### config.mk
export PLATFORM = sky130hd
export DESIGN_NAME = fdt_struct_block_tokenizer
export DESIGN_NICKNAME = d
export VERILOG_FILES = /design/src/rtl/fdtsbt_pkg.sv /design/src/rtl/fdt_struct_block_tokenizer.sv
export SDC_FILE = /design/constraint.sdc
export NUM_CORES = 1
export LEC_CHECK = 0
export BUFFER_PORTS_ARGS = -buffer_cell sky130_fd_sc_hd__buf_4
export CORE_AREA = 5 5 99 137
export DETAILED_ROUTE_END_ITERATION = 8
export DIE_AREA = 0 0 104 142
export MAX_ROUTING_LAYER = met4
export PLACE_DENSITY = 0.79
export SLEW_MARGIN = 25
export SYNTH_ARGS = -nofsm -noshare
export SYNTH_HDL_FRONTEND = slang
export SYNTH_SLANG_ARGS = --single-unit
### constraint.sdc
create_clock -name clk -period 8.8 [get_ports clk]
set_input_delay 0.44 -clock clk [delete_from_list [all_inputs] [get_ports clk]]
set_output_delay 0.44 -clock clk [all_outputs]
set_load 0.02 [all_outputs]
### src/rtl/fdtsbt_pkg.sv
`default_nettype none
// ----------------------------------------------------------------------------
// fdtsbt_pkg
// token codes, item kinds and defaults for the structure block tokenizer
// ----------------------------------------------------------------------------
package fdtsbt_pkg;

  // token codes after the byte swap
  localparam logic [31:0] TOK_BEGIN    = 32'd1;
  localparam logic [31:0] TOK_END_NODE = 32'd2;
  localparam logic [31:0] TOK_PROP     = 32'd3;
  localparam logic [31:0] TOK_NOP      = 32'd4;
  localparam logic [31:0] TOK_END      = 32'd9;

  // classification of each word
  typedef enum logic [3:0] {
    K_BEGIN = 4'd0,
    K_NAME  = 4'd1,
    K_ENDN  = 4'd2,
    K_PROP  = 4'd3,
    K_LEN   = 4'd4,
    K_OFF   = 4'd5,
    K_DATA  = 4'd6,
    K_NOP   = 4'd7,
    K_END   = 4'd8,
    K_BAD   = 4'd9,
    K_IGN   = 4'd10
  } kind_t;

  localparam int FDT_MAX_DEPTH_DEF = 64;

  // word as read from memory into big-endian value
  function automatic logic [31:0] swap32(input logic [31:0] w);
    swap32 = {w[7:0], w[15:8], w[23:16], w[31:24]};
  endfunction

  function automatic logic has_zero_byte(input logic [31:0] w);
    has_zero_byte = (w[7:0] == 8'd0) || (w[15:8] == 8'd0) ||
                    (w[23:16] == 8'd0) || (w[31:24] == 8'd0);
  endfunction

endpackage
`default_nettype wire

### src/rtl/fdt_struct_block_tokenizer.sv
`default_nettype none
// ----------------------------------------------------------------------------
// fdt_struct_block_tokenizer
// classifies the words of a devicetree structure block, one word per item
// ----------------------------------------------------------------------------
// Takes the structure block as 32-bit words in memory byte order (first byte
// in bits 7..0) and returns one result item per input item, giving the kind
// of each word, the byte-swapped value for tokens, lengths and name offsets
// (the raw word for names, property data and ignored words), the node depth
// after the word, a last-of-field mark and a depth fault flag. A start flag
// on an item clears all parse state before that word is read as a token. An
// unknown token halts parsing, and after the end token every word is ignored,
// until the next start. The block takes one item per cycle when the result
// channel does not stall: an input register feeds a single pass of
// classification logic into the result register, and the phase/depth state
// updates with each word that moves into the result register.
// ----------------------------------------------------------------------------
module fdt_struct_block_tokenizer
  import fdtsbt_pkg::*;
#(
  parameter int MAX_DEPTH = FDT_MAX_DEPTH_DEF
) (
  input  wire logic        clk,
  input  wire logic        rst_n,
  // input channel
  input  wire logic        in_tvalid,
  output logic             in_tready,
  input  wire logic [31:0] in_tdata,   // [31:0] word
  input  wire logic        in_tuser,   // [0] start_req
  // result channel
  output logic             out_tvalid,
  input  wire logic        out_tready,
  output logic [39:0]      out_tdata,  // [31:0] fixed_word, [38:32] depth, [39] zero
  output logic             out_tlast,  // closes_field
  output logic [4:0]       out_tuser   // [3:0] kind, [4] depth_fault
);

  // depth counter holds 0..MAX_DEPTH
  localparam int DW = $clog2(MAX_DEPTH + 1);
  localparam int EW = (DW > 7) ? DW : 7;
  localparam logic [DW-1:0] MAX_D = DW'(MAX_DEPTH);

  // parse phases
  localparam logic [2:0] PH_TOKEN      = 3'd0;
  localparam logic [2:0] PH_NAME       = 3'd1;
  localparam logic [2:0] PH_LEN        = 3'd2;
  localparam logic [2:0] PH_OFF_DATA   = 3'd3;
  localparam logic [2:0] PH_OFF_NODATA = 3'd4;
  localparam logic [2:0] PH_DATA       = 3'd5;
  localparam logic [2:0] PH_DONE       = 3'd6;

  // input register
  logic        s1_valid_r;
  logic [31:0] s1_word_r;
  logic        s1_start_r;

  // parse state
  logic [2:0]    phase_r, phase_nxt;
  logic [29:0]   dwl_r, dwl_nxt;
  logic [DW-1:0] depth_r, depth_nxt;
  logic          halted_r, halted_nxt;

  // result register
  logic          out_valid_r;
  logic [31:0]   fixed_r, fixed_nxt;
  logic [6:0]    odepth_r;
  logic          closes_r, closes_nxt;
  logic          fault_r, fault_nxt;
  kind_t         kind_r, kind_nxt;

  logic          out_free;
  logic          s1_move;

  // state seen by this word, after an optional start
  logic [2:0]    ph_cur;
  logic [29:0]   dwl_cur;
  logic [DW-1:0] depth_cur;
  logic          halted_cur;
  logic [31:0]   sw;
  logic [31:0]   sw_m1;
  logic [EW-1:0] depth_ext;

  assign out_free  = !out_valid_r || out_tready;
  assign s1_move   = s1_valid_r && out_free;
  assign in_tready = !s1_valid_r || out_free;

  always_ff @(posedge clk) begin
    if (!rst_n) begin
      s1_valid_r <= 1'b0;
    end else if (in_tready) begin
      s1_valid_r <= in_tvalid;
    end
  end

  always_ff @(posedge clk) begin
    if (in_tready && in_tvalid) begin
      s1_word_r  <= in_tdata;
      s1_start_r <= in_tuser;
    end
  end

  always_comb begin
    ph_cur     = s1_start_r ? PH_TOKEN : phase_r;
    dwl_cur    = s1_start_r ? 30'd0 : dwl_r;
    depth_cur  = s1_start_r ? '0 : depth_r;
    halted_cur = s1_start_r ? 1'b0 : halted_r;
    sw         = swap32(s1_word_r);
    sw_m1      = sw - 32'd1;

    phase_nxt  = ph_cur;
    dwl_nxt    = dwl_cur;
    depth_nxt  = depth_cur;
    halted_nxt = halted_cur;
    kind_nxt   = K_IGN;
    fixed_nxt  = s1_word_r;
    closes_nxt = 1'b0;
    fault_nxt  = 1'b0;

    if (halted_cur || ph_cur == PH_DONE) begin
      kind_nxt = K_IGN;
    end else begin
      case (ph_cur)
        PH_TOKEN: begin
          fixed_nxt = sw;
          case (sw)
            TOK_BEGIN: begin
              kind_nxt = K_BEGIN;
              if (depth_cur >= MAX_D) begin
                fault_nxt = 1'b1;
              end else begin
                depth_nxt = depth_cur + DW'(1);
              end
              phase_nxt = PH_NAME;
            end
            TOK_END_NODE: begin
              kind_nxt = K_ENDN;
              if (depth_cur == '0) begin
                fault_nxt = 1'b1;
              end else begin
                depth_nxt = depth_cur - DW'(1);
              end
            end
            TOK_PROP: begin
              kind_nxt  = K_PROP;
              phase_nxt = PH_LEN;
            end
            TOK_NOP: begin
              kind_nxt = K_NOP;
            end
            TOK_END: begin
              kind_nxt  = K_END;
              phase_nxt = PH_DONE;
            end
            default: begin
              // unknown token stops parsing until the next start
              kind_nxt   = K_BAD;
              halted_nxt = 1'b1;
            end
          endcase
        end
        PH_NAME: begin
          kind_nxt = K_NAME;
          if (has_zero_byte(s1_word_r)) begin
            closes_nxt = 1'b1;
            phase_nxt  = PH_TOKEN;
          end
        end
        PH_LEN: begin
          kind_nxt  = K_LEN;
          fixed_nxt = sw;
          if (sw == 32'd0) begin
            dwl_nxt   = 30'd0;
            phase_nxt = PH_OFF_NODATA;
          end else begin
            // words after the first: ceil(len/4) - 1
            dwl_nxt   = sw_m1[31:2];
            phase_nxt = PH_OFF_DATA;
          end
        end
        PH_OFF_DATA, PH_OFF_NODATA: begin
          kind_nxt  = K_OFF;
          fixed_nxt = sw;
          phase_nxt = (ph_cur == PH_OFF_DATA) ? PH_DATA : PH_TOKEN;
        end
        PH_DATA: begin
          kind_nxt = K_DATA;
          if (dwl_cur == 30'd0) begin
            closes_nxt = 1'b1;
            phase_nxt  = PH_TOKEN;
          end else begin
            dwl_nxt = dwl_cur - 30'd1;
          end
        end
        default: begin
          kind_nxt = K_IGN;
        end
      endcase
    end

    depth_ext = EW'(depth_nxt);
  end

  always_ff @(posedge clk) begin
    if (!rst_n) begin
      phase_r     <= PH_TOKEN;
      dwl_r       <= 30'd0;
      depth_r     <= '0;
      halted_r    <= 1'b0;
      out_valid_r <= 1'b0;
    end else begin
      if (s1_move) begin
        phase_r  <= phase_nxt;
        dwl_r    <= dwl_nxt;
        depth_r  <= depth_nxt;
        halted_r <= halted_nxt;
      end
      if (out_free) begin
        out_valid_r <= s1_valid_r;
      end
    end
  end

  always_ff @(posedge clk) begin
    if (s1_move) begin
      kind_r   <= kind_nxt;
      fixed_r  <= fixed_nxt;
      odepth_r <= depth_ext[6:0];
      closes_r <= closes_nxt;
      fault_r  <= fault_nxt;
    end
  end

  assign out_tvalid = out_valid_r;
  assign out_tdata  = {1'b0, odepth_r, fixed_r};
  assign out_tlast  = closes_r;
  assign out_tuser  = {fault_r, kind_r};

`ifndef NO_ASSERTIONS
  // depth counter never leaves its range
  a_depth_range: assert property (@(posedge clk) disable iff (!rst_n)
    depth_r <= MAX_D)
    else $error("nesting depth above maximum");

  // a bad token on the output means parsing is halted
  a_bad_halts: assert property (@(posedge clk) disable iff (!rst_n)
    (out_valid_r && kind_r == K_BAD) |-> halted_r)
    else $error("bad token without halt");

  // last-of-field only on name or data words
  a_close_kind: assert property (@(posedge clk) disable iff (!rst_n)
    (out_valid_r && closes_r) |-> (kind_r == K_NAME || kind_r == K_DATA))
    else $error("field close on wrong kind");

  // depth fault only on node tokens
  a_fault_kind: assert property (@(posedge clk) disable iff (!rst_n)
    (out_valid_r && fault_r) |-> (kind_r == K_BEGIN || kind_r == K_ENDN))
    else $error("depth fault on wrong kind");
`endif

endmodule
`default_nettype wire

# Word-level counts from Yosys, hierarchy flattened

Cells that the tools add are included.

Memories kept: 0
Latch bits: 0
Memory bits (read-only): 0
Bits in writable memories: 0
Bits in registers: 121
Output and inout bits: 48
Input port bits: 37
Logic and storage cells: 85

Shifts and indexed selects: 0
$mul: 0
Divide/modulo/power cells: 0
Eq/ne operators: 11
$lt $le $gt $ge: 1
Muxes and demuxes: 33
Reduce and logical (&&, ||, !) cells: 22
Bitwise logic cells: 1
Add/subtract/negate cells: 4

Operators by type and width:

| cell                    | number |
|---|---|
| $mux W30                | 4 |
| $eq A32 B2 Y1 const B   | 2 |
| $mux W32                | 2 |
| $pmux W30 S2            | 1 |
| $pmux W4 S5             | 2 |
| $mux W7                 | 5 |
| $eq A32 B1 Y1 const B   | 1 |
| $eq A32 B3 Y1 const B   | 1 |
| $eq A32 B4 Y1 const B   | 1 |
| $logic_not A32 Y1       | 1 |
| $logic_not A8 Y1        | 4 |
| $sub A32 B1 Y32 const B | 1 |
| $logic_not A30 Y1       | 1 |
| $sub A30 B1 Y30 const B | 1 |
| $mux W3                 | 6 |
| $pmux W3 S5             | 1 |
| $pmux W7 S2             | 1 |
| $eq A3 B3 Y1 const B    | 3 |
| $pmux W3 S3             | 1 |
| $mux W1                 | 8 |
| $add A7 B1 Y7 const B   | 1 |
| $ge A7 B7 Y1 const B    | 1 |
| $logic_not A7 Y1        | 1 |
| $sub A7 B1 Y7 const B   | 1 |
| 11 further kinds        | 21 |

# Longest topological paths before layout

Gate-level depths: netlist (run 1).

Depth in word-level cells: 7
Gate-level depth with buffers: 11
Gate-level depth less buffers: 9

# Least setup slack after synthesis (run 1)

Ideal clock, no wire load.

Path type: reg2reg
Start point: reg out_valid_r (netlist: out_tvalid)
End point: reg dwl_r[1]
Arrival: 3.003 ns
Path slack: 5.726 ns
Buffers on the path: 3
Required time: 8.730 ns
Cell stages (with the launch flop): 9
Setup time: 0.070 ns
Period minus slack after synthesis: 3.074 ns
Cells stage by stage: dfxtp_1 nor2b_1 nand2b_1 clkbuf_1 inv_1 clkbuf_1 buf_1 o21ai_0 a21oi_1

Cells in the longest elaborated chain, start to end: 3

Ends and longest elaborated chain:

| element                | RTL line                          | RTL |
|---|---|---|
| from (decl)            | fdt_struct_block_tokenizer.sv:64  | `logic out_valid_r;` |
| from (signal assigned) | fdt_struct_block_tokenizer.sv:218 | `out_valid_r <= s1_valid_r;` |
| $logic_not A1 Y1       | fdt_struct_block_tokenizer.sv:83  | `assign out_free = !out_valid_r \|\| out_tready;` |
| $logic_or A1 B1 Y1     | fdt_struct_block_tokenizer.sv:83  |  |
| $logic_and A1 B1 Y1    | fdt_struct_block_tokenizer.sv:84  | `assign s1_move = s1_valid_r && out_free;` |
| net s1_move            | fdt_struct_block_tokenizer.sv:72  | `logic s1_move;` |
| to (signal assigned)   | fdt_struct_block_tokenizer.sv:213 | `dwl_r <= dwl_nxt;` |
| to (decl)              | fdt_struct_block_tokenizer.sv:59  | `logic [29:0] dwl_r, dwl_nxt;` |

The timed path passes the listed nets, and every way through them passes these cells.
A chain may end at the register's enable or synchronous reset.

# Final worst setup path (run 1)

Start point: reg s1_word_r[20]
End point: reg dwl_r[10]

Cells in the longest elaborated chain, start to end: 4
Elaborated cells between the ends (all ways): 5
Those cells by class: 1 x add/sub; 3 x mux; 1 x reduce/logical

Ends and longest elaborated chain:

| element                                                     | RTL line                                                             | RTL |
|---|---|---|
| from (decl)                                                 | fdt_struct_block_tokenizer.sv:54                                     | `logic [31:0] s1_word_r;` |
| from (signal assigned)                                      | fdt_struct_block_tokenizer.sv:97                                     | `s1_word_r <= in_tdata;` |
| $sub A32 B1 Y32 / $logic_not A32 Y1 (equally long branches) | fdt_struct_block_tokenizer.sv:108, fdt_struct_block_tokenizer.sv:171 |  |
| $mux W30 *                                                  | fdt_struct_block_tokenizer.sv:171                                    | `if (sw == 32'd0) begin` |
| $pmux W30 S2 *                                              | fdt_struct_block_tokenizer.sv:122                                    | `case (ph_cur)` |
| $mux W30 *                                                  | fdt_struct_block_tokenizer.sv:119                                    | `if (halted_cur \|\| ph_cur == PH_DONE) begin` |

Mark *: on every way between the ends. The rest lies on a longest branch, timed or not.

==> flow_results.xml, run 1 <==
<?xml version="1.0" encoding="UTF-8"?>
<metrics>
  <group name="worst_setup_path">
    <metric name="critPathKind" unit="">reg -&gt; reg</metric>
    <metric name="setup.worst_path.end" unit="">dwl_r[10]$_SDFFE_PN0P_</metric>
    <metric name="crit-reg2reg-launch" unit="">s1_word_r[20]$_DFFE_PP_</metric>
    <metric name="worst-r2r-setup-slack" unit="ps">5090</metric>
    <metric name="required" unit="ps">9100</metric>
    <metric name="ff2ff_path_depth" unit="">6</metric>
    <metric name="cp.arrival" unit="ps">4020</metric>
    <metric name="worstSetupEndpointType" unit="">flip-flop</metric>
    <metric name="worst_setup_path_startpoint" unit="">s1_word_r[20]$_DFFE_PP_</metric>
    <metric name="critical_path.reg2reg.endpoint" unit="">dwl_r[10]$_SDFFE_PN0P_</metric>
    <metric name="setup.worst_path.start_class" unit="">flip-flop</metric>
    <metric name="critical_path_peak_fanout" unit="">28</metric>
  </group>
  <group name="clock_network">
    <metric name="cts-hold-fix-buffers" unit="">0</metric>
    <metric name="cts.htree.levels" unit="">4</metric>
    <metric name="clock_insertion_delay_worst_skew" unit="ps">420</metric>
    <metric name="clkSlewWorstSetupHoldPaths" unit="ps">60</metric>
    <metric name="cts-root-buf" unit="">sky130_fd_sc_hd__clkbuf_16</metric>
    <metric name="post_cts_setup_inserts" unit="">0</metric>
    <metric name="clock_path_buffers" unit="">2</metric>
    <metric name="tritoncts.num_buffers" unit="">17</metric>
    <metric name="post_cts_sizing" unit="">0</metric>
    <metric name="cts_tree" unit="">yes</metric>
    <metric name="tritoncts_num_sinks" unit="">121</metric>
  </group>
  <group name="routing">
    <metric name="dr.first_iter.drc_count" unit="">852</metric>
    <metric name="vias_per_cell" unit="">7.00</metric>
    <metric name="remaining_antenna_violation_count_after_routing" unit="">0</metric>
    <metric name="first_pass_iters" unit="">6</metric>
    <metric name="wire_per_inst" unit="microns">23.3</metric>
    <metric name="total_length_of_routed_wires" unit="mm">22.0</metric>
    <metric name="dr_total_vias" unit="">6599</metric>
    <metric name="route.detailed.drc" unit="">0</metric>
  </group>
  <group name="global_routing">
    <metric name="grt.overflow.total" unit="">0</metric>
    <metric name="pin_count_of_the_biggest_net_entering_global_routing" unit="">74</metric>
    <metric name="grt_first_pass_wirelength" unit="mm">34.6</metric>
    <metric name="grt_busiest_layer" unit="">met2</metric>
    <metric name="grt_use_total" unit="%">30.1</metric>
    <metric name="gr_layer_usage_met3" unit="%">5.31</metric>
    <metric name="globalRouteMet1Util" unit="%">38.2</metric>
    <metric name="via_count_of_the_first_global_routing_pass" unit="">6311</metric>
    <metric name="grtUsageMet2" unit="%">46.6</metric>
    <metric name="number_of_antenna_violations_at_the_first_check_in_global_routing" unit="">0</metric>
  </group>
  <group name="floorplanning">
    <metric name="row_count" unit="">48</metric>
    <metric name="fp.dieW" unit="microns">104</metric>
    <metric name="fp.coreArea" unit="sq mm">0.0123</metric>
    <metric name="die-area" unit="sq mm">0.0148</metric>
    <metric name="floorplan.initialDensity" unit="%">57.1</metric>
    <metric name="chipHeight" unit="microns">142</metric>
    <metric name="top_level_ports" unit="">85</metric>
  </group>
  <group name="final_layout">
    <metric name="layout-drive-gt1-share" unit="%">22.4</metric>
    <metric name="most_common_cell_after_layout_fill_and_taps_aside" unit="">sky130_fd_sc_hd__buf_4</metric>
    <metric name="register_area" unit="sq mm">0.00320</metric>
    <metric name="instances_no_fill" unit="">943</metric>
    <metric name="final_cell_mix" unit="">sky130_fd_sc_hd__buf_4 (92), sky130_fd_sc_hd__edfxtp_1 (78), sky130_fd_sc_hd__o21ai_0 (50), sky130_fd_sc_hd__nand2_1 (48), sky130_fd_sc_hd__nor2_1 (44)</metric>
    <metric name="multiInputGateArea" unit="sq mm">0.00353</metric>
    <metric name="antenna_cells_inserted" unit="">0</metric>
    <metric name="num-fill-cells" unit="">972</metric>
    <metric name="area.growth.synth_to_final" unit="%">18.0</metric>
    <metric name="final_net_count" unit="">822</metric>
  </group>
  <group name="timing">
    <metric name="maxSlewViolCount" unit="">0</metric>
    <metric name="setup_viol_count_final" unit="">0</metric>
    <metric name="fin_worst_skew" unit="ps">8.84</metric>
    <metric name="tightest_slew" unit="ps">989</metric>
    <metric name="fmaxAchievable" unit="MHz">269</metric>
    <metric name="min_period_over_period" unit="%">42.2</metric>
    <metric name="setup_repair_after_global_routing_missed_its_margin" unit="">false</metric>
    <metric name="worst_slew_margin_rel" unit="%">33.3</metric>
    <metric name="number_of_endpoints_with_negative_hold_slack_in_the_final_report" unit="">0</metric>
    <metric name="fin_tns_setup" unit="ps">0</metric>
    <metric name="fin_crit" unit="ps">3710</metric>
  </group>
  <group name="synthesis">
    <metric name="ys.warnings.count" unit="">0</metric>
    <metric name="syn-cell-area" unit="sq mm">0.00700</metric>
    <metric name="async_set_or_reset_register_ratio_after_synthesis" unit="%">0</metric>
    <metric name="prevailing_post_synth_register_cell" unit="">sky130_fd_sc_hd__edfxtp_1</metric>
    <metric name="seq_area_frac_synth" unit="%">45.8</metric>
    <metric name="post_synth_num_cell_types" unit="">79</metric>
    <metric name="synth_cells" unit="">722</metric>
    <metric name="syn-num-nets" unit="">763</metric>
    <metric name="yosys_register_bits" unit="">121</metric>
    <metric name="mean_instance_size_in_the_synthesized_netlist" unit="sq um">9.69</metric>
    <metric name="count_of_flip_flops_with_a_built_in_enable_after_synthesis" unit="">78</metric>
  </group>
  <group name="hold_path">
    <metric name="worstHoldPathCells" unit="">1</metric>
    <metric name="worst_hold_path_type" unit="">in -&gt; reg</metric>
  </group>
  <group name="power_and_ir_drop">
    <metric name="internal-power" unit="mW">1.14</metric>
    <metric name="switching_power" unit="mW">0.442</metric>
    <metric name="sequential_power_share" unit="%">42.2</metric>
    <metric name="static_leakage_power" unit="nW">2.89</metric>
    <metric name="combPwrFrac" unit="%">13.8</metric>
    <metric name="vdd.ir_drop.worst" unit="V">0.000152</metric>
    <metric name="sw_share" unit="%">27.9</metric>
    <metric name="power-per-cell-area" unit="mW/mm^2">192</metric>
    <metric name="clock_power_share" unit="%">43.9</metric>
  </group>
  <group name="placement">
    <metric name="post-dp-hpwl" unit="mm">15.1</metric>
    <metric name="buffer_ports.inserted" unit="">83</metric>
    <metric name="place_inst" unit="">912</metric>
    <metric name="gpl.final_weighted_congestion" unit="">0.987</metric>
  </group>
  <group name="job">
    <metric name="maxCapViolCount" unit="">0</metric>
  </group>
  <group name="outcome">
    <metric name="result_of_the_run" unit="">finished, final reports clean</metric>
  </group>
</metrics>
==> final cells by class <==
| class | count | share of cell area (%) |
|---|---|---|
| clock inverter | 14 | 1.94 |
| sequential | 121 | 38.8 |
| tap | 150 | 2.27 |
| multi-input combinational | 535 | 42.8 |
| clock buffer | 17 | 5.15 |
| timing repair buffer | 92 | 8.37 |
| inverter | 14 | 0.637 |
==> metrics by stage <==
| step | cell area [sq um] | hold slack (ps) | util [%] | setup WS (ps) | power, mW |
|---|---|---|---|---|---|
| finish | 8250 | 196 | 67.4 | 5090 | 1.58 |
| detailed placement | 7670 | 524 | 62.6 | 5180 | 0.892 |
| global placement | 7660 | 498 | 62.6 | 5370 | 0.889 |
| global route | 8250 | 185 | 67.4 | 4830 | 1.64 |
| CTS | 8250 | 183 | 67.4 | 5160 | 1.59 |
| floorplan | 7000 | 471 | - | 5730 | 0.814 |
==> registers in the layout, indices dropped and copies added (netlist names) <==
name	count
dwl_r	30
s1_valid_r	1
fault_r	1
odepth_r	7
kind_r	4
s1_start_r	1
phase_r	3
out_tlast	1
s1_word_r	32
halted_r	1
depth_r	7
fixed_r	32
out_tvalid	1
==> power groups by stage <==
stage               Clock [mW]  Sequential (mW)  Combinational (mW)
floorplan                    0            0.678               0.136
global placement             0            0.677               0.212
detailed placement           0            0.679               0.213
CTS                      0.703            0.668               0.215
global route             0.729            0.672               0.234
finish                   0.696            0.669               0.219
==> synth_stat cells (11+ instances only) <==
cell / instances / share of area [%]
sky130_fd_sc_hd__nor3_1: 32 / 2.3
sky130_fd_sc_hd__a31oi_1: 17 / 1.5
sky130_fd_sc_hd__inv_1: 14 / 0.75
sky130_fd_sc_hd__edfxtp_1: 78 / 33
sky130_fd_sc_hd__nor2_1: 44 / 2.4
sky130_fd_sc_hd__clkbuf_1: 40 / 2.1
sky130_fd_sc_hd__o21ai_0: 51 / 3.6
sky130_fd_sc_hd__dfxtp_1: 43 / 12
sky130_fd_sc_hd__nand3_1: 22 / 1.6
sky130_fd_sc_hd__nand2_1: 48 / 2.6
sky130_fd_sc_hd__nor4_1: 26 / 2.3
sky130_fd_sc_hd__a21oi_1: 40 / 2.9
sky130_fd_sc_hd__xor2_1: 14 / 1.8
sky130_fd_sc_hd__mux2_2: 32 / 5.2
sky130_fd_sc_hd__xnor2_1: 11 / 1.4
==> layer usage <==
metal	wire length, microns	up-vias	share of wire [%]
li1	-	2959	-
met1	8470	3135	39
met2	10500	415	48
met3	1960	90	8.9
met4	1070	0	4.9
met5	0	-	0
==> cell families (layout without fill, tap and decap cells) <==
family | count (synthesis) | in the layout | synth area share [%]
xor gates and xnor gates | 25 | 25 | 3.13
and+or+nand+nor | 247 | 247 | 19.0
adders and majority gates | 4 | 4 | 0.715
other | 1 | 1 | 0.0536
AOI/OAI and AO/OA | 225 | 225 | 22.2
buffers and inverters | 66 | 137 | 3.81
DFF | 121 | 121 | 45.8
muxes | 33 | 33 | 5.29
==> worst max-delay path: stages (launching register included) <==
cell and delay (ps):
sky130_fd_sc_hd__edfxtp_1 500, sky130_fd_sc_hd__nor4_1 810, sky130_fd_sc_hd__nand4_2 790, sky130_fd_sc_hd__o311a_1 800, sky130_fd_sc_hd__a221oi_1 310, sky130_fd_sc_hd__o21ai_0 130, sky130_fd_sc_hd__o221a_2 250
==> worst min path at each step <==
stage                             from                 endpoint  slack, ps
2_1_floorplan    dwl_r[1]$_SDFFE_PN0P_    dwl_r[1]$_SDFFE_PN0P_        470
3_3_place_gp   s1_valid_r$_SDFFE_PN0N_  out_tvalid$_SDFFE_PN0P_        500
3_5_place_dp   s1_valid_r$_SDFFE_PN0N_  out_tvalid$_SDFFE_PN0P_        520
4_1_cts                   in_tdata[25]  s1_word_r[25]$_DFFE_PP_        180
5_1_grt                   in_tdata[25]  s1_word_r[25]$_DFFE_PP_        180
6_report                  in_tdata[15]  s1_word_r[15]$_DFFE_PP_        200
Power figures use the tool's default switching activity.
==> run 2, diff against run 1 <==
--- a/config.mk
+++ b/config.mk
@@ -5,10 +5,11 @@
 export SDC_FILE = /design/constraint.sdc
 export NUM_CORES = 1
 export LEC_CHECK = 0
+export ABC_AREA = 1
 export BUFFER_PORTS_ARGS = -buffer_cell sky130_fd_sc_hd__buf_4
-export CORE_AREA = 5 5 99 137
+export CORE_AREA = 5 5 104 145
 export DETAILED_ROUTE_END_ITERATION = 8
-export DIE_AREA = 0 0 104 142
+export DIE_AREA = 0 0 109 150
 export MAX_ROUTING_LAYER = met4
 export PLACE_DENSITY = 0.79
 export SLEW_MARGIN = 25
==> constraint.sdc (replaced) <==
create_clock -name clk -period 3.5 [get_ports clk]
set_input_delay 0.175 -clock clk [delete_from_list [all_inputs] [get_ports clk]]
set_output_delay 0.175 -clock clk [all_outputs]
set_load 0.02 [all_outputs]
==> flow_results.xml, run 2 <==
<?xml version="1.0" encoding="UTF-8"?>
<metrics>
  <group name="synthesis">
    <metric name="most_frequently_used_cell_type_in_the_post_synthesis_netlist" unit="">sky130_fd_sc_hd__nand2_1</metric>
    <metric name="synthSimpleGateAreaFrac" unit="%">37.2</metric>
    <metric name="async_set_or_reset_register_ratio_after_synthesis" unit="%">0</metric>
    <metric name="synth_compound_gate_area_share" unit="%">12.6</metric>
    <metric name="synthXorXnorAreaFrac" unit="%">0.446</metric>
    <metric name="mean_instance_size_in_the_synthesized_netlist" unit="sq um">6.83</metric>
    <metric name="syn-cell-area" unit="sq mm">0.00785</metric>
    <metric name="synth_cells" unit="">1149</metric>
    <metric name="post_synth_num_cell_types" unit="">42</metric>
    <metric name="prevailing_post_synth_register_cell" unit="">sky130_fd_sc_hd__edfxtp_1</metric>
    <metric name="count_of_flip_flops_with_a_built_in_enable_after_synthesis" unit="">78</metric>
    <metric name="post-synth-top-area-fraction" unit="%">29.8</metric>
    <metric name="synth.area.mux_share" unit="%">0</metric>
    <metric name="seq_area_frac_synth" unit="%">40.8</metric>
    <metric name="ys.warnings.count" unit="">0</metric>
    <metric name="yosys_register_bits" unit="">121</metric>
    <metric name="synth_top_family_by_area" unit="">simple AND/OR/NAND/NOR gates</metric>
    <metric name="post-synth-top-area-cell" unit="">sky130_fd_sc_hd__edfxtp_1</metric>
    <metric name="synth_area_leaders" unit="">sky130_fd_sc_hd__edfxtp_1 (30%), sky130_fd_sc_hd__nand2_1 (18%), sky130_fd_sc_hd__dfxtp_1 (11%)</metric>
    <metric name="ys_top_cells_by_count" unit="">sky130_fd_sc_hd__nand2_1 (369), sky130_fd_sc_hd__nor2_1 (136), sky130_fd_sc_hd__inv_1 (106)</metric>
    <metric name="post_synth_fa_ha_maj_area_fraction" unit="%">0.637</metric>
    <metric name="syn-num-nets" unit="">1190</metric>
  </group>
  <group name="clock_network">
    <metric name="cts-hold-fix-buffers" unit="">33</metric>
    <metric name="cts_tree" unit="">yes</metric>
    <metric name="clock_insertion_delay_worst_skew" unit="ps">420</metric>
    <metric name="tritoncts.num_buffers" unit="">17</metric>
    <metric name="clkSlewWorstSetupHoldPaths" unit="ps">70</metric>
    <metric name="post_cts_setup_inserts" unit="">0</metric>
    <metric name="clock_path_buffers" unit="">2</metric>
    <metric name="tritoncts_num_sinks" unit="">121</metric>
    <metric name="post_cts_sizing" unit="">0</metric>
    <metric name="cts.htree.levels" unit="">4</metric>
    <metric name="cts-root-buf" unit="">sky130_fd_sc_hd__clkbuf_16</metric>
  </group>
  <group name="timing">
    <metric name="final.hold.worst_slack" unit="ps">42.5</metric>
    <metric name="fin_crit" unit="ps">2770</metric>
    <metric name="fin_worst_skew" unit="ps">13.3</metric>
    <metric name="number_of_endpoints_with_negative_hold_slack_in_the_final_report" unit="">0</metric>
    <metric name="maxSlewViolCount" unit="">0</metric>
    <metric name="fin_tns_setup" unit="ps">0</metric>
    <metric name="tightest_slew" unit="ps">818</metric>
    <metric name="setup_repair_after_global_routing_missed_its_margin" unit="">false</metric>
    <metric name="min_period_over_period" unit="%">79.2</metric>
    <metric name="worst_slew_margin_rel" unit="%">45.4</metric>
    <metric name="fin_ws" unit="ps">728</metric>
    <metric name="fmaxAchievable" unit="MHz">361</metric>
    <metric name="setup_viol_count_final" unit="">0</metric>
  </group>
  <group name="power_and_ir_drop">
    <metric name="vdd.ir_drop.worst" unit="V">0.000352</metric>
    <metric name="fin_total_pwr" unit="mW">4.39</metric>
    <metric name="power-per-cell-area" unit="mW/mm^2">458</metric>
    <metric name="static_leakage_power" unit="nW">4.41</metric>
  </group>
  <group name="global_routing">
    <metric name="grt_use_total" unit="%">34.4</metric>
    <metric name="grt_first_pass_wirelength" unit="mm">41.9</metric>
    <metric name="via_count_of_the_first_global_routing_pass" unit="">7960</metric>
    <metric name="number_of_antenna_violations_at_the_first_check_in_global_routing" unit="">0</metric>
    <metric name="grt.overflow.total" unit="">0</metric>
    <metric name="pin_count_of_the_biggest_net_entering_global_routing" unit="">56</metric>
  </group>
  <group name="worst_setup_path">
    <metric name="worstSetupEndpointType" unit="">flip-flop</metric>
    <metric name="required" unit="ps">3840</metric>
    <metric name="critPathKind" unit="">reg -&gt; reg</metric>
    <metric name="setup.worst_path.start_class" unit="">flip-flop</metric>
    <metric name="cp.arrival" unit="ps">3110</metric>
    <metric name="critical_path_peak_fanout" unit="">53</metric>
  </group>
  <group name="routing">
    <metric name="vias_per_cell" unit="">5.71</metric>
    <metric name="remaining_antenna_violation_count_after_routing" unit="">0</metric>
    <metric name="first_pass_iters" unit="">6</metric>
    <metric name="total_length_of_routed_wires" unit="mm">26.3</metric>
    <metric name="wire_per_inst" unit="microns">18.1</metric>
    <metric name="dr_total_vias" unit="">8315</metric>
    <metric name="dr.first_iter.drc_count" unit="">689</metric>
    <metric name="route.detailed.drc" unit="">0</metric>
  </group>
  <group name="final_layout">
    <metric name="area.growth.synth_to_final" unit="%">22.1</metric>
    <metric name="most_common_cell_after_layout_fill_and_taps_aside" unit="">sky130_fd_sc_hd__nand2_1</metric>
    <metric name="num-fill-cells" unit="">1191</metric>
    <metric name="antenna_cells_inserted" unit="">0</metric>
    <metric name="final_core_utilization" unit="%">69.9</metric>
    <metric name="biggestRegsByFlops" unit="">fixed_r: 32 flops, s1_word_r: 32 flops, dwl_r: 30 flops</metric>
    <metric name="final_cell_mix" unit="">sky130_fd_sc_hd__nand2_1 (368), sky130_fd_sc_hd__nor2_1 (136), sky130_fd_sc_hd__inv_1 (106), sky130_fd_sc_hd__buf_4 (97), sky130_fd_sc_hd__o21ai_0 (87)</metric>
    <metric name="instances_no_fill" unit="">1455</metric>
    <metric name="register_area" unit="sq mm">0.00320</metric>
    <metric name="layout-drive-gt1-share" unit="%">13.7</metric>
    <metric name="multiInputGateArea" unit="sq mm">0.00400</metric>
    <metric name="fin_area" unit="sq mm">0.00959</metric>
    <metric name="final_net_count" unit="">1298</metric>
  </group>
  <group name="job">
    <metric name="maxCapViolCount" unit="">0</metric>
  </group>
  <group name="placement">
    <metric name="place_inst" unit="">1390</metric>
    <metric name="placement.setup.worst_slack" unit="ps">827</metric>
    <metric name="dpl-instance-area" unit="sq mm">0.00859</metric>
    <metric name="gpl.final_weighted_congestion" unit="">1.04</metric>
    <metric name="buffer_ports.inserted" unit="">83</metric>
    <metric name="post-dp-hpwl" unit="mm">18.9</metric>
  </group>
  <group name="outcome">
    <metric name="result_of_the_run" unit="">finished, final reports clean</metric>
  </group>
  <group name="floorplanning">
    <metric name="top_level_ports" unit="">85</metric>
    <metric name="fp.coreArea" unit="sq mm">0.0137</metric>
    <metric name="row_count" unit="">51</metric>
    <metric name="floorplan.initialDensity" unit="%">57.2</metric>
    <metric name="chipHeight" unit="microns">150</metric>
    <metric name="die-area" unit="sq mm">0.0164</metric>
    <metric name="fp.dieW" unit="microns">109</metric>
  </group>
  <group name="hold_path">
    <metric name="worst_hold_path_type" unit="">in -&gt; reg</metric>
  </group>
</metrics>
==> run 2: critical path, stage by stage, from the launching register on <==
cell	delay, ps
sky130_fd_sc_hd__edfxtp_1	430
sky130_fd_sc_hd__inv_4	480
sky130_fd_sc_hd__nand2_1	270
sky130_fd_sc_hd__nand2_1	170
sky130_fd_sc_hd__nor2_1	60
sky130_fd_sc_hd__nand2_1	140
sky130_fd_sc_hd__nor2_4	70
sky130_fd_sc_hd__nand2_2	470
sky130_fd_sc_hd__nand2_1	100
sky130_fd_sc_hd__nand2_1	90
sky130_fd_sc_hd__o21ai_0	110
sky130_fd_sc_hd__nand2_1	80
sky130_fd_sc_hd__nand2_1	50
sky130_fd_sc_hd__a21oi_1	110
==> run 2: routing by layer <==
layer | global-route usage [%] | wire length, microns | part of all wire, % | vias to the layer above
met2 | 58.1 | 13400 | 51 | 405
met5 | - | 0 | 0 | -
met4 | 15.2 | 1160 | 4.4 | 0
met3 | 5.18 | 1910 | 7.2 | 76
met1 | 40.2 | 9850 | 37 | 3819
li1 | - | - | - | 4015
==> run 2: area by class of cell <==
cell class                 instances  area share, %
sequential                       121           33.4
multi-input combinational        875           41.7
clock buffer                      18           4.47
tap                              185           2.41
inverter                         112           4.41
timing repair buffer             130           11.0
clock inverter                    14           2.56
==> run 2: worst paths after layout <==
| kind | cells past startpoint | from | endpoint | slack, ps |
|---|---|---|---|---|
| worst max register to register | 13 | s1_start_r$_DFFE_PP_ | dwl_r[6]$_SDFFE_PN0P_ | 730 |
| worst min register to register | 2 | dwl_r[28]$_SDFFE_PN0P_ | dwl_r[28]$_SDFFE_PN0P_ | 470 |
| worst max-delay path | 13 | s1_start_r$_DFFE_PP_ | dwl_r[6]$_SDFFE_PN0P_ | 730 |
| worst min-delay path | 4 | out_tready | out_tvalid$_SDFFE_PN0P_ | 40 |
==> run 2: cell families (layout without fill, tap and decap cells) <==
logic type      Yosys count  in the layout
flops                   121            121
fa+ha+maj                 4              4
other cells               1              1
buf+inv                 153            274
xor+xnor                  4              4
simple gates            673            673
compound gates          193            193
==> run 2: where the power goes <==
part	total, mW	switching, mW	internal, mW
combinational	0.691	0.461	0.230
sequential	1.67	0.0604	1.61
clock	2.03	0.686	1.34
